--- src/rtl/modexp_pkg.sv ---
`timescale 1ns / 1ps
`default_nettype none
// ----------------------------------------------------------------------------
// modexp_pkg
// Shared types and constants for the modular exponentiation unit.
// ----------------------------------------------------------------------------
package modexp_pkg;

    // configuration register indexes
    localparam logic CFG_MODULUS  = 1'b0;
    localparam logic CFG_EXPONENT = 1'b1;

    typedef enum logic [2:0] {
        ST_IDLE,
        ST_REDUCE,
        ST_CHECK,
        ST_MUL,
        ST_DONE
    } modexp_state_t;

endpackage : modexp_pkg
`default_nettype wire

--- src/rtl/modular_exponentiation_unit.sv ---
`timescale 1ns / 1ps
`default_nettype none
// ----------------------------------------------------------------------------
// modular_exponentiation_unit
// message = ciphertext ^ exponent mod modulus, right-to-left square-and-
// multiply with bit-serial interleaved modular reduction.
//
//   channel  | handshake           | payload
//   ---------+---------------------+------------------------------
//   input    | start & !busy       | ciphertext, last_in
//   result   | done (1-cycle)      | message, last_out
//   config   | cfg_write           | cfg_index, cfg_data
//
// One word at a time: operand reduction, then a check and a multiply pass
// for each exponent bit up to the highest set one, then the result; a
// modulus below 2 goes straight to the result. The two modular products
// of a step share the multiplier bit stream, one bit per cycle.
// Reset returns to idle with modulus 2 and exponent 1. The result strobe
// cannot be stalled; busy stays high until the result cycle is over.
// ----------------------------------------------------------------------------
module modular_exponentiation_unit #(
    parameter int WIDTH = 32
) (
    input  wire logic             clk,
    input  wire logic             rst_n,
    input  wire logic             start,
    output logic                  busy,
    input  wire logic [WIDTH-1:0] ciphertext,
    input  wire logic             last_in,
    input  wire logic             cfg_write,
    input  wire logic             cfg_index,
    input  wire logic [WIDTH-1:0] cfg_data,
    output logic                  done,
    output logic      [WIDTH-1:0] message,
    output logic                  last_out
);
    import modexp_pkg::*;

    localparam int CNT_W = $clog2(WIDTH);
    localparam logic [CNT_W-1:0] CNT_LAST = CNT_W'(WIDTH - 1);

    // One step of MSB-first multiply: (2r + bit*a) mod n, with r, a < n.
    // The sum stays below 3n, so one of two subtractions finishes it.
    function automatic logic [WIDTH-1:0] mod_step(
        input logic [WIDTH-1:0] r,
        input logic [WIDTH-1:0] a,
        input logic             b,
        input logic [WIDTH-1:0] n
    );
        logic [WIDTH+1:0] t;
        logic [WIDTH+1:0] n1;
        logic [WIDTH+1:0] n2;
        t  = {1'b0, r, 1'b0} + (b ? {2'b00, a} : '0);
        n1 = {2'b00, n};
        n2 = {1'b0, n, 1'b0};
        if (t >= n2)
            t = t - n2;
        else if (t >= n1)
            t = t - n1;
        return t[WIDTH-1:0];
    endfunction

    modexp_state_t    state_reg, state_next;
    logic [CNT_W-1:0] cnt_reg, cnt_next;
    logic [WIDTH-1:0] modulus_reg, exponent_reg;

    logic [WIDTH-1:0] shift_reg, shift_next;   // ciphertext, then multiplier bits
    logic [WIDTH-1:0] exp_reg, exp_next;       // remaining exponent bits
    logic [WIDTH-1:0] base_reg, base_next;
    logic [WIDTH-1:0] m_reg, m_next;
    logic [WIDTH-1:0] rm_reg, rm_next;         // partial m * base
    logic [WIDTH-1:0] rb_reg, rb_next;         // partial base * base
    logic             last_reg, last_next;

    logic             in_bit;
    logic [WIDTH-1:0] rm_step;
    logic [WIDTH-1:0] rb_step;

    assign in_bit  = shift_reg[WIDTH-1];
    // during reduction rb doubles as the remainder with a = 1
    assign rb_step = mod_step(rb_reg,
                              (state_reg == ST_REDUCE) ? WIDTH'(1) : base_reg,
                              in_bit, modulus_reg);
    assign rm_step = mod_step(rm_reg, m_reg, in_bit, modulus_reg);

    always_comb
    begin
        state_next = state_reg;
        cnt_next   = cnt_reg;
        shift_next = shift_reg;
        exp_next   = exp_reg;
        base_next  = base_reg;
        m_next     = m_reg;
        rm_next    = rm_reg;
        rb_next    = rb_reg;
        last_next  = last_reg;
        busy       = (state_reg != ST_IDLE);
        done       = 1'b0;
        case (state_reg)
            ST_IDLE:
            begin
                if (start)
                begin
                    shift_next = ciphertext;
                    exp_next   = exponent_reg;
                    last_next  = last_in;
                    rb_next    = '0;
                    cnt_next   = '0;
                    m_next     = '0;
                    if (modulus_reg < WIDTH'(2))
                        state_next = ST_DONE;
                    else
                        state_next = ST_REDUCE;
                end
            end
            ST_REDUCE:
            begin
                rb_next    = rb_step;
                shift_next = {shift_reg[WIDTH-2:0], 1'b0};
                cnt_next   = cnt_reg + CNT_W'(1);
                if (cnt_reg == CNT_LAST)
                begin
                    base_next  = rb_step;
                    m_next     = WIDTH'(1);
                    state_next = ST_CHECK;
                end
            end
            ST_CHECK:
            begin
                if (exp_reg == '0)
                    state_next = ST_DONE;
                else
                begin
                    shift_next = base_reg;
                    rm_next    = '0;
                    rb_next    = '0;
                    cnt_next   = '0;
                    state_next = ST_MUL;
                end
            end
            ST_MUL:
            begin
                rm_next    = rm_step;
                rb_next    = rb_step;
                shift_next = {shift_reg[WIDTH-2:0], 1'b0};
                cnt_next   = cnt_reg + CNT_W'(1);
                if (cnt_reg == CNT_LAST)
                begin
                    if (exp_reg[0])
                        m_next = rm_step;
                    base_next  = rb_step;
                    exp_next   = {1'b0, exp_reg[WIDTH-1:1]};
                    state_next = ST_CHECK;
                end
            end
            ST_DONE:
            begin
                done       = 1'b1;
                state_next = ST_IDLE;
            end
            default:
            begin
                state_next = ST_IDLE;
            end
        endcase
    end

    assign message  = m_reg;
    assign last_out = last_reg;

    always_ff @(posedge clk or negedge rst_n)
    begin
        if (!rst_n)
        begin
            state_reg    <= ST_IDLE;
            cnt_reg      <= '0;
            modulus_reg  <= WIDTH'(2);
            exponent_reg <= WIDTH'(1);
        end
        else
        begin
            state_reg <= state_next;
            cnt_reg   <= cnt_next;
            if (cfg_write)
            begin
                case (cfg_index)
                    CFG_MODULUS:  modulus_reg  <= cfg_data;
                    CFG_EXPONENT: exponent_reg <= cfg_data;
                    default:      ;
                endcase
            end
        end
    end

    always_ff @(posedge clk)
    begin
        shift_reg <= shift_next;
        exp_reg   <= exp_next;
        base_reg  <= base_next;
        m_reg     <= m_next;
        rm_reg    <= rm_next;
        rb_reg    <= rb_next;
        last_reg  <= last_next;
    end

endmodule : modular_exponentiation_unit
`default_nettype wire
--- config.mk ---
export PLATFORM = sky130hd
export DESIGN_NAME = modular_exponentiation_unit
export DESIGN_NICKNAME = d
export VERILOG_FILES = /design/src/rtl/modexp_pkg.sv /design/src/rtl/modular_exponentiation_unit.sv
export SDC_FILE = /design/constraint.sdc
export NUM_CORES = 1
export LEC_CHECK = 0
export ABC_CLOCK_PERIOD_IN_PS = 6800
export BUFFER_PORTS_ARGS = -buffer_cell sky130_fd_sc_hd__buf_4
export CAP_MARGIN = 10
export CORE_ASPECT_RATIO = 1.4
export CORE_MARGIN = 1.5
export CORE_UTILIZATION = 64
export DETAILED_ROUTE_END_ITERATION = 6
export PLACE_DENSITY = 0.83
export SLEW_MARGIN = 15
export SYNTH_ARGS = -nofsm -noshare
export SYNTH_HDL_FRONTEND = slang
export SYNTH_SLANG_ARGS = --single-unit
--- constraint.sdc ---
create_clock -name clk -period 6.8 [get_ports clk]
set_input_delay 1.36 -clock clk [delete_from_list [all_inputs] [get_ports clk]]
set_output_delay 1.36 -clock clk [all_outputs]
set_load 0.05 [all_outputs]
==> results by group, run 1 <==
Status
  • Status: completed

Drt
  • Via count: around 21000
  • WL final: approximately 73000 um
  • DRT Pass-1 Iters: 5
  • DRT iter0 DRCs: approximately 1700
  • DR vias/cell: ~6.8
  • Drt drc: 0
  • Antenna viol nets, final: 0
  • WL/cell: 23.8 um

Critical path
  • Worst path depth: 25
  • Setup CP Type: flop to flop
  • CP peak stage delay: around 0.39 ns
  • Reg2reg end: message[0]
  • R2R cell count: 25
  • Req. time, crit path: 7.21 ns
  • R2R Path Start: shift_reg[31]
  • Crit. Startpoint: shift_reg[31]
  • CP max FO: 33
  • CP max-delay cell: fa_1
  • CP endpoint: message[0]
  • CP top delay family: compound AO/OA/AOI/OAI gates
  • Crit start category: flop
  • CP Buf/Inv Count: 3
  • CP arrival: between 6 and 7 ns
  • Worst reg2reg setup slack: about 0.22 ns
  • Worst setup EP type: flop

STA
  • Final Hold Vio Count: 0
  • Worst Skew: 0.0376 ns
  • Fmax: between 150 and 200 MHz
  • Final setup fails: 0
  • Slew @ Worst Pin: around 1.1 ns
  • Min Tclk post-route: roughly 6.6 ns
  • RSZ-0062 raised after global routing: false
  • Final Cycle Share: between 90% and 100%
  • Setup ws final: between 0.2 and 0.25 ns
  • Max-slew violations: 0
  • Worst slew margin: a little under a quarter

Synthesis
  • Area share of the largest cell type after synthesis: between 20% and 30%
  • Async set or reset register ratio after synthesis: 27.2%
  • Post-synth EDFFs: 193
  • Seq/Total Area, Yosys: between 30% and 40%
  • Post-Syn Instances: roughly 2500
  • FF+latch count, synth: between 200 and 300
  • Syn Area/Cell: 8.88 um2
  • Yosys cell types: 99
  • Post-synth top area cell: edfxtp_1
  • Main area contributors after synthesis: edfxtp_1 (26%), ha_1 (11%), dfrtp_1 (7.8%), a21oi_1 (5.9%), nand2_1 (4.2%)
  • Yosys warning total: 0
  • Main synth FF type: edfxtp_1
  • Mapped Nets: 2788
  • Synthesized cell area: roughly 22000 um2

Global route
  • First-pass GRT wire length: roughly 110000 um
  • GRT Residual Overflow: 0
  • Vias in the first global route: between 20000 and 25000
  • Tot GR Track Use: 40.2%
  • Pin count of the biggest net entering global routing: between 70 and 80
  • Initial antenna violation count: 1

Placement
  • Placed cell areas: 23700 um2
  • Dpl ws: -0.264 ns
  • Final Wtd Congestion: ~1.1
  • Port buffer count: roughly 100
  • Detailed Place HPWL: roughly 56000 um

Cells and area
  • Nets: ~2900
  • Post-route design area: roughly 25000 um2
  • Share of cells above drive strength 1: a little under an eighth
  • P&R area growth vs syn: 10.5%

Clock network
  • Num Clock Sinks: roughly 270
  • CTS H-tree lvls: 1
  • Cts bufs inserted: 28
  • Clock root cell: clkbuf_16
  • CTS tree: built
  • Worst skew pair latency: between 0.6 and 0.7 ns
  • # hold bufs at CTS: 0
  • CTS clk-pin slew, worst paths: about 0.070 ns
  • Max Root-Sink Buffers: 3

Die
  • I/O Pins: around 110
  • Core area: around 34000 um2
  • Chip width: 161 um
  • Die H: between 200 and 250 um
  • Die area: ~36000 um2
  • Initial Util: between 60% and 70%
  • Row cnt: 80

Worst hold path
  • Type of the most critical hold path: flop to flop

Job
  • Max Cap Viol: 0
[logic make-up after synthesis]
kind of cell	Yosys count	synth area share (%)
buffers and inverters	200	3.62
XOR/XNOR	142	5.56
AO/OA/AOI/OAI	856	24.7
AND/OR/NAND/NOR	787	17.5
multiplexers	72	3.44
adder cells (fa/ha/maj)	198	11.3
flip-flops	265	34.0
[Yosys cell counts, types with 6 or more instances]
library cell,n
clkbuf_1,75
o21bai_1,29
nand2b_1,27
dfrtp_1,70
o31a_1,7
nor2b_1,60
mux2_2,35
edfxtp_1,193
a21boi_0,6
buf_2,17
a31oi_1,24
a21oi_1,263
nor4_1,24
o211ai_1,15
and2_1,82
o31ai_1,17
o21ai_1,34
or3_1,10
ha_1,192
a21o_1,59
nor2_1,148
nand2_1,248
mux2i_1,35
xnor2_1,105
a311oi_1,9
fa_1,6
nand4_1,29
or2_2,9
o22ai_1,14
inv_1,98
nand3_1,47
a22oi_1,32
xor2_1,37
a211oi_1,63
a211o_1,6
nor3_1,48
o21a_1,37
o21ai_0,164
and3_1,20
and4_1,9
[cell usage in the layout, fill, tap and decap left out, drive strengths merged, types with 15 or more instances in the layout]
cell	synthesis	layout
o211ai	16	16
xnor2	105	105
o21ai	199	199
nor2	149	149
inv	98	102
a211oi	67	67
mux2i	36	36
and3	21	21
a21oi	267	267
nor3	50	50
o21a	37	37
a31oi	25	25
a21o	59	59
ha	192	192
o31ai	19	19
and2	82	82
o22ai	15	15
buf	27	153
nand3	50	50
nor4	24	24
clkbuf	75	36
xor2	37	37
dfrtp	70	70
nand4	30	30
mux2	36	36
nand2b	27	27
nand2	249	249
a22oi	32	32
o21bai	29	29
nor2b	60	60
edfxtp	193	193
[worst min path at each step]
stage / startpoint / to / slack (ns) / depth (start not counted)
6_report: exponent_reg[31] / exponent_reg[31] / 0.50 / 1
5_1_grt: exponent_reg[24] / exponent_reg[24] / 0.51 / 1
4_1_cts: exponent_reg[31] / exponent_reg[31] / 0.50 / 1
3_5_place_dp: exponent_reg[31] / exponent_reg[31] / 0.49 / 1
3_3_place_gp: exponent_reg[31] / exponent_reg[31] / 0.48 / 1
2_1_floorplan: exponent_reg[31] / exponent_reg[31] / 0.47 / 1
[metal layers]
layer	up-vias	routed length [um]	track usage (%)
met3	350	4750	5.37
met5	-	0	0
li1	9575	-	-
met4	0	7260	35.4
met1	9916	24700	40.8
met2	976	36500	72.2
[what timing repair did]
action / 4_1_cts / 5_1_grt
gates resized for setup: 4 / 19
setup endpoints to repair: 44 / 103
setup buffers: 0 / 2
cloned: 0 / 0
pin swaps: 0 / 1
[area by class of cell]
cell class | count | area (um2)
Timing Repair Buffer | 153 | 1180
Fill cell | 2721 | 9500
Tap cell | 451 | 564
Multi-Input combinational cell | 2055 | 14100
Inverter | 98 | 368
Clock inverter | 15 | 115
Sequential cell | 265 | 7600
Clock buffer | 36 | 761
Antenna cell | 1 | 2.50
[metrics by stage]
stage	setup TNS [ns]	hold slack (ns)	util, %	std cells
2_1_floorplan	0	0.470	-	2520
3_3_place_gp	-0.796	0.480	69.3	3020
3_5_place_dp	-2.82	0.486	69.3	3020
4_1_cts	0	0.499	71.9	3071
5_1_grt	0	0.510	72.2	3074
6_report	0	0.497	72.2	3074
Power of run 1 is not shown: default switching activity piles up to over one toggle a cycle in this logic, so the estimate is an artifact.
==> run 2, diff against run 1 <==
- CORE_ASPECT_RATIO: 1.4 -> 1.25
- CORE_MARGIN: 1.5 -> 2
==> run 2 against run 1 <==
Hold slack improved by 0.011 ns; global-route usage fell by 2.3 points; die area increased by 1.0%; clock-buffer cell count fell by 5; sequential share of layout area is 0.28 points lower.
==> results by group, run 2 (same netlist as run 1, synthesis figures left out) <==
Clock network
  • CTS H-tree lvls: 1 (unchanged)
  • CTS clk-pin slew, worst paths: 0.06 ns (about the same)
  • Cts bufs inserted: 28 (unchanged)
  • # hold bufs at CTS: 0 (unchanged)
  • Worst skew pair latency: 0.61 ns (about the same)
  • Num Clock Sinks: 265 (unchanged)
  • Clock root cell: clkbuf_16
  • CTS tree: built
  • Max Root-Sink Buffers: 3 (unchanged)

Critical path
  • Worst setup EP type: flop
  • Crit start category: flop
  • CP arrival: 6.81 ns (-0.18 ns)
  • Setup CP Type: flop to flop
  • CP max FO: 33 (unchanged)
  • Req. time, crit path: 7.08 ns (-0.13 ns)

Job
  • Max Cap Viol: 0 (unchanged)

Drt
  • Antenna viol nets, final: 0 (unchanged)
  • WL/cell: 22.4 um (-5.9%)
  • DR vias/cell: 6.60 (-2.5%)
  • Drt drc: 0 (unchanged)
  • Via count: 20500 (-1.4%)
  • DRT Pass-1 Iters: 6 (+1)
  • DRT iter0 DRCs: 1974 (+14%)
  • WL final: 69800 um (-4.8%)

Status
  • Status: completed

STA
  • Fmax: 153 MHz (+0.67%)
  • Setup ws final: 0.267 ns (+0.0438 ns)
  • Min Hold Slack: 0.508 ns (+0.0115 ns)
  • Worst Skew: 0.0472 ns (+0.00968 ns)
  • Worst slew margin: 25.2% (+1.2 points)
  • Final setup fails: 0 (unchanged)
  • Slew @ Worst Pin: 1.11 ns (-0.0264 ns)
  • Max-slew violations: 0 (unchanged)
  • Final Hold Vio Count: 0 (unchanged)
  • Final Cycle Share: 96.1% (-0.64 points)
  • Min Tclk post-route: 6.53 ns (-0.0438 ns)

Cells and area
  • Commonest cells after routing, fill and taps aside: a21oi_1 (261), nand2_1 (247), edfxtp_1 (193)
  • Layout Cells excl Fill: 3111 (+1.2%)
  • Share of cells above drive strength 1: 12.6% (+0.78 points)
  • P&R area growth vs syn: 11.5%
  • Nets: 2889 (+0.70%)
  • Post-route design area: 25000 um2 (+0.93%)
  • Leading cell type in the layout, fill and taps excluded: a21oi_1

Global route
  • GRT Residual Overflow: 0 (unchanged)
  • Vias in the first global route: 20000 (-4.8%)
  • First-pass GRT wire length: 108000 um (-3.7%)
  • Tot GR Track Use: 38.0% (-2.3 points)
  • Pin count of the biggest net entering global routing: 73 (unchanged)
  • Initial antenna violation count: 0 (-1)

Die
  • Initial Util: 65.0% (-0.36 points)
  • Core area: 34400 um2 (+0.56%)
  • Chip width: 171 um (+6.3%)
  • I/O Pins: 105 (unchanged)
  • Die H: 213 um (-5.0%)
  • Row cnt: 76 (-5.0%)
  • Die area: 36500 um2 (+1.0%)

Placement
  • Dpl ws: -0.188 ns (+0.0757 ns)
  • Port buffer count: 104 (unchanged)
  • Placed cell areas: 23800 um2 (+0.56%)
  • Detailed Place HPWL: 53400 um (-4.0%)
  • Placed insts: 3052 (+1.1%)
  • Final Wtd Congestion: 1.00 (-6.1%)

Worst hold path
  • Type of the most critical hold path: flop to flop
-- run 2: per-layer routing --
layer	wire length [um]	global-route usage (%)	up-vias	share of wire [%]
met3	4510	4.02	237	6.5
li1	-	-	9614	-
met1	27200	46.3	9757	39
met4	4850	23.7	0	7.0
met2	33200	64.4	926	48
met5	0	0	-	0
-- run 2: area by class of cell --
cell class              instances  area (um2)
inverters                      98         368
multi-input cells            2055       14100
flip-flops and latches        265        7600
diodes                          1        2.50
clock inverters                20         196
well taps                     468         586
repair buffers                173        1360
clock buffers                  31         712
fillers                      2634        9460
-- run 2: what timing repair did --
| action | CTS | global route |
|---|---|---|
| pin swaps | 0 | 3 |
| setup buffers | 0 | 6 |
| gates resized for setup | 2 | 24 |
| setup endpoints to repair | 34 | 120 |
-- run 2: worst paths after layout --
| path | startpoint | to | slack, ns | cells past startpoint |
|---|---|---|---|---|
| min | cnt_reg[4] | cnt_reg[4] | 0.51 | 1 |
| max in group asynchronous | rst_n | cnt_reg[4] | 5.29 | 1 |
| min reg2reg | cnt_reg[4] | cnt_reg[4] | 0.51 | 1 |
| max reg2reg | shift_reg[31] | message[26] | 0.27 | 25 |
| max | shift_reg[31] | message[26] | 0.27 | 25 |
| min in group asynchronous | rst_n | exponent_reg[21] | 0.89 | 1 |
-- run 2: per-stage QoR --
stage / setup TNS [ns] / util [%]
floorplan: 0 / -
global placement: -0.661 / 69.3
detailed placement: -0.966 / 69.3
CTS: 0 / 71.9
global route: -0.0132 / 72.5
finish: 0 / 72.5
-- run 2: worst max-delay path, cell delays in order, from the launching register on --
cell       delay [ns]
edfxtp_1         0.39
buf_8            0.26
and2_1           0.17
ha_1             0.23
inv_1            0.07
fa_1             0.44
nand2b_1         0.20
a21o_1           0.20
a311oi_2         0.39
o2111ai_1        0.29
and2_1           0.29
o31ai_1          0.21
a211oi_1         0.12
nor3_2           0.29
ha_1             0.35
nand4_1          0.11
nor4_1           0.05
and3_1           0.19
a221oi_1         0.37
nand3b_1         0.12
a2111o_1         0.36
a21oi_4          0.16
buf_6            0.29
nor3_1           0.15
a211oi_1         0.35
a211oi_1         0.13
Power of run 2 is left out for the same reason.
==> run 3, diff against run 2 <==
- ABC_CLOCK_PERIOD_IN_PS: 6800 -> 7600
- BUFFER_PORTS_ARGS: -buffer_cell sky130_fd_sc_hd__buf_4 -> not set
- CORE_UTILIZATION: 64 -> 65
- DONT_BUFFER_PORTS: not set -> 1
- PLACE_DENSITY: 0.83 -> 0.81
- clock period: 6.8 -> 7.6 ns (I/O delays scaled with it)
==> run 3 against run 2 <==
The run now ends with DRC left; via count fell by 4.7%; first-iteration DRC count fell by 16%; fmax fell by 11%; setup slack improved by 0.026 ns; wire length fell by 5.5%; utilization fell by 3.5 points; die area fell by 1.5%; critical path depth did not move; register-to-register slack improved by 0.03 ns; clock-buffer cell count rose by 12; critical endpoint is now message[0]; largest cell class unchanged.
==> results by group, run 3 (same netlist as run 1, synthesis figures left out) <==
Clock network
  • CTS clk-pin slew, worst paths: 0.07 ns (about the same)
  • Num Clock Sinks: 265 (unchanged)
  • Worst skew pair latency: 0.59 ns (-0.02 ns)
  • # hold bufs at CTS: 0 (unchanged)
  • CTS resizes: 0 (-2)
  • Clock root cell: clkbuf_16
  • Post-CTS Setup Repair Bufs: 0 (unchanged)
  • CTS H-tree lvls: 1 (unchanged)
  • Cts bufs inserted: 27 (-3.6%)
  • Max Root-Sink Buffers: 3 (unchanged)
  • CTS tree: built

Cells and area
  • P&R area growth vs syn: 5.54%
  • Nets: 2743 (-5.1%)
  • Layout Cells excl Fill: 2927 (-5.9%)
  • Commonest cells after routing, fill and taps aside: a21oi_1 (262), nand2_1 (247), edfxtp_1 (193)
  • Leading cell type in the layout, fill and taps excluded: a21oi_1
  • Fillers: 2724 (+3.4%)
  • Share of cells above drive strength 1: 6.53% (-6.0 points)

Critical path
  • R2R Path Start: shift_reg[31]
  • Reg2reg end: message[0]
  • Setup CP Type: flop to flop
  • Worst path depth: 25 (unchanged)
  • CP peak stage delay: 0.54 ns (+0.10 ns)
  • R2R cell count: 25 (unchanged)
  • CP arrival: 7.71 ns (+0.90 ns)
  • CP max-delay cell: a311oi_1
  • CP Buf/Inv Count: 3 (unchanged)
  • Worst reg2reg setup slack: 0.29 ns (+0.03 ns)
  • Worst setup EP type: flop
  • CP endpoint: message[0]
  • CP max FO: 40 (+21%)
  • Crit. Startpoint: shift_reg[31]
  • Crit start category: flop
  • CP top delay family: compound AO/OA/AOI/OAI gates
  • Req. time, crit path: 8.01 ns (+0.93 ns)

Global route
  • Pin count of the biggest net entering global routing: 73 (unchanged)
  • GRT Residual Overflow: 0 (unchanged)
  • Vias in the first global route: 19000 (-4.9%)
  • First-pass GRT wire length: 102000 um (-5.1%)
  • Initial antenna violation count: 1 (+1)
  • Tot GR Track Use: 36.4% (-1.6 points)

Drt
  • DR vias/cell: 6.69 (+1.3%)
  • WL/cell: 22.5 um (+0.41%)
  • Drt drc: 1 (+1)
  • DRT iter0 DRCs: 1660 (-16%)
  • Via count: 19600 (-4.7%)
  • WL final: 65900 um (-5.5%)
  • DRT Pass-1 Iters: 7 (+1)
  • Antenna viol nets, final: 0 (unchanged)

Job
  • Max Cap Viol: 0 (unchanged)

Die
  • Die H: 211 um (-0.76%)
  • Chip width: 170 um (-0.75%)
  • Initial Util: 65.4% (+0.36 points)
  • I/O Pins: 105 (unchanged)
  • Core area: 34200 um2 (-0.55%)
  • Die area: 35900 um2 (-1.5%)
  • Row cnt: 76 (unchanged)

STA
  • RSZ-0062 raised after global routing: false
  • Max-slew violations: 0 (unchanged)
  • Final Cycle Share: 96.2% (about the same)
  • Worst slew margin: 22.2% (-3.0 points)
  • Slew @ Worst Pin: 1.15 ns (+0.0439 ns)
  • Fmax: 137 MHz (-11%)
  • Worst Skew: 0.0160 ns (-0.0313 ns)
  • Min Tclk post-route: 7.31 ns (+0.774 ns)
  • TNS Setup: 0 ns (unchanged)
  • Final Hold Vio Count: 0 (unchanged)
  • Final setup fails: 0 (unchanged)

Placement
  • Detailed Place HPWL: 50600 um (-5.3%)
  • Port buffer count: 0 (-100%)
  • Placed insts: 2874 (-5.8%)
  • Final Wtd Congestion: 0.987 (-1.6%)

Status
  • Violations in the final reports: DRC
  • Status: finished, violations left

Worst hold path
  • Type of the most critical hold path: flop to flop
-- run 3: per-layer routing --
layer  GRT usage, %  up-vias  wire length, um
met5              0        -                0
met4           20.7        0             3970
met3           4.19      183             4210
met2           62.7      767            31700
met1           44.4     9323            26100
li1               -     9305                -
-- run 3: worst min-delay path by stage --
stage	start	end	slack [ns]	depth (start not counted)
after floorplan	exponent_reg[31]	exponent_reg[31]	0.47	1
after global placement	exponent_reg[30]	exponent_reg[30]	0.49	1
after detailed placement	exponent_reg[8]	exponent_reg[8]	0.49	1
after CTS	exponent_reg[8]	exponent_reg[8]	0.51	1
after global routing	exponent_reg[12]	exponent_reg[12]	0.52	1
final	exponent_reg[8]	exponent_reg[8]	0.51	1
-- run 3: cell type report --
cell class	instances	area, um2	share of cell area [%]
Clock inverter	7	48.8	0.207
Tap cell	429	537	2.27
Multi-Input combinational cell	2055	14000	59.4
Antenna cell	2	5.00	0.0212
Inverter	98	368	1.56
Sequential cell	265	7600	32.2
Clock buffer	43	807	3.42
Timing Repair Buffer	28	235	0.996
-- run 3: metrics by stage --
step / hold slack [ns] / setup WS (ns) / util [%] / cell area, um2
final: 0.509 / 0.292 / 69.0 / 23600
after global routing: 0.525 / 0.105 / 69.0 / 23600
after CTS: 0.509 / 0.445 / 68.9 / 23600
after global placement: 0.488 / 0.458 / 66.4 / 22700
after detailed placement: 0.494 / 0.508 / 66.4 / 22700
after floorplan: 0.470 / 1.85 / - / 22400
Power of run 3 is left out for the same reason.
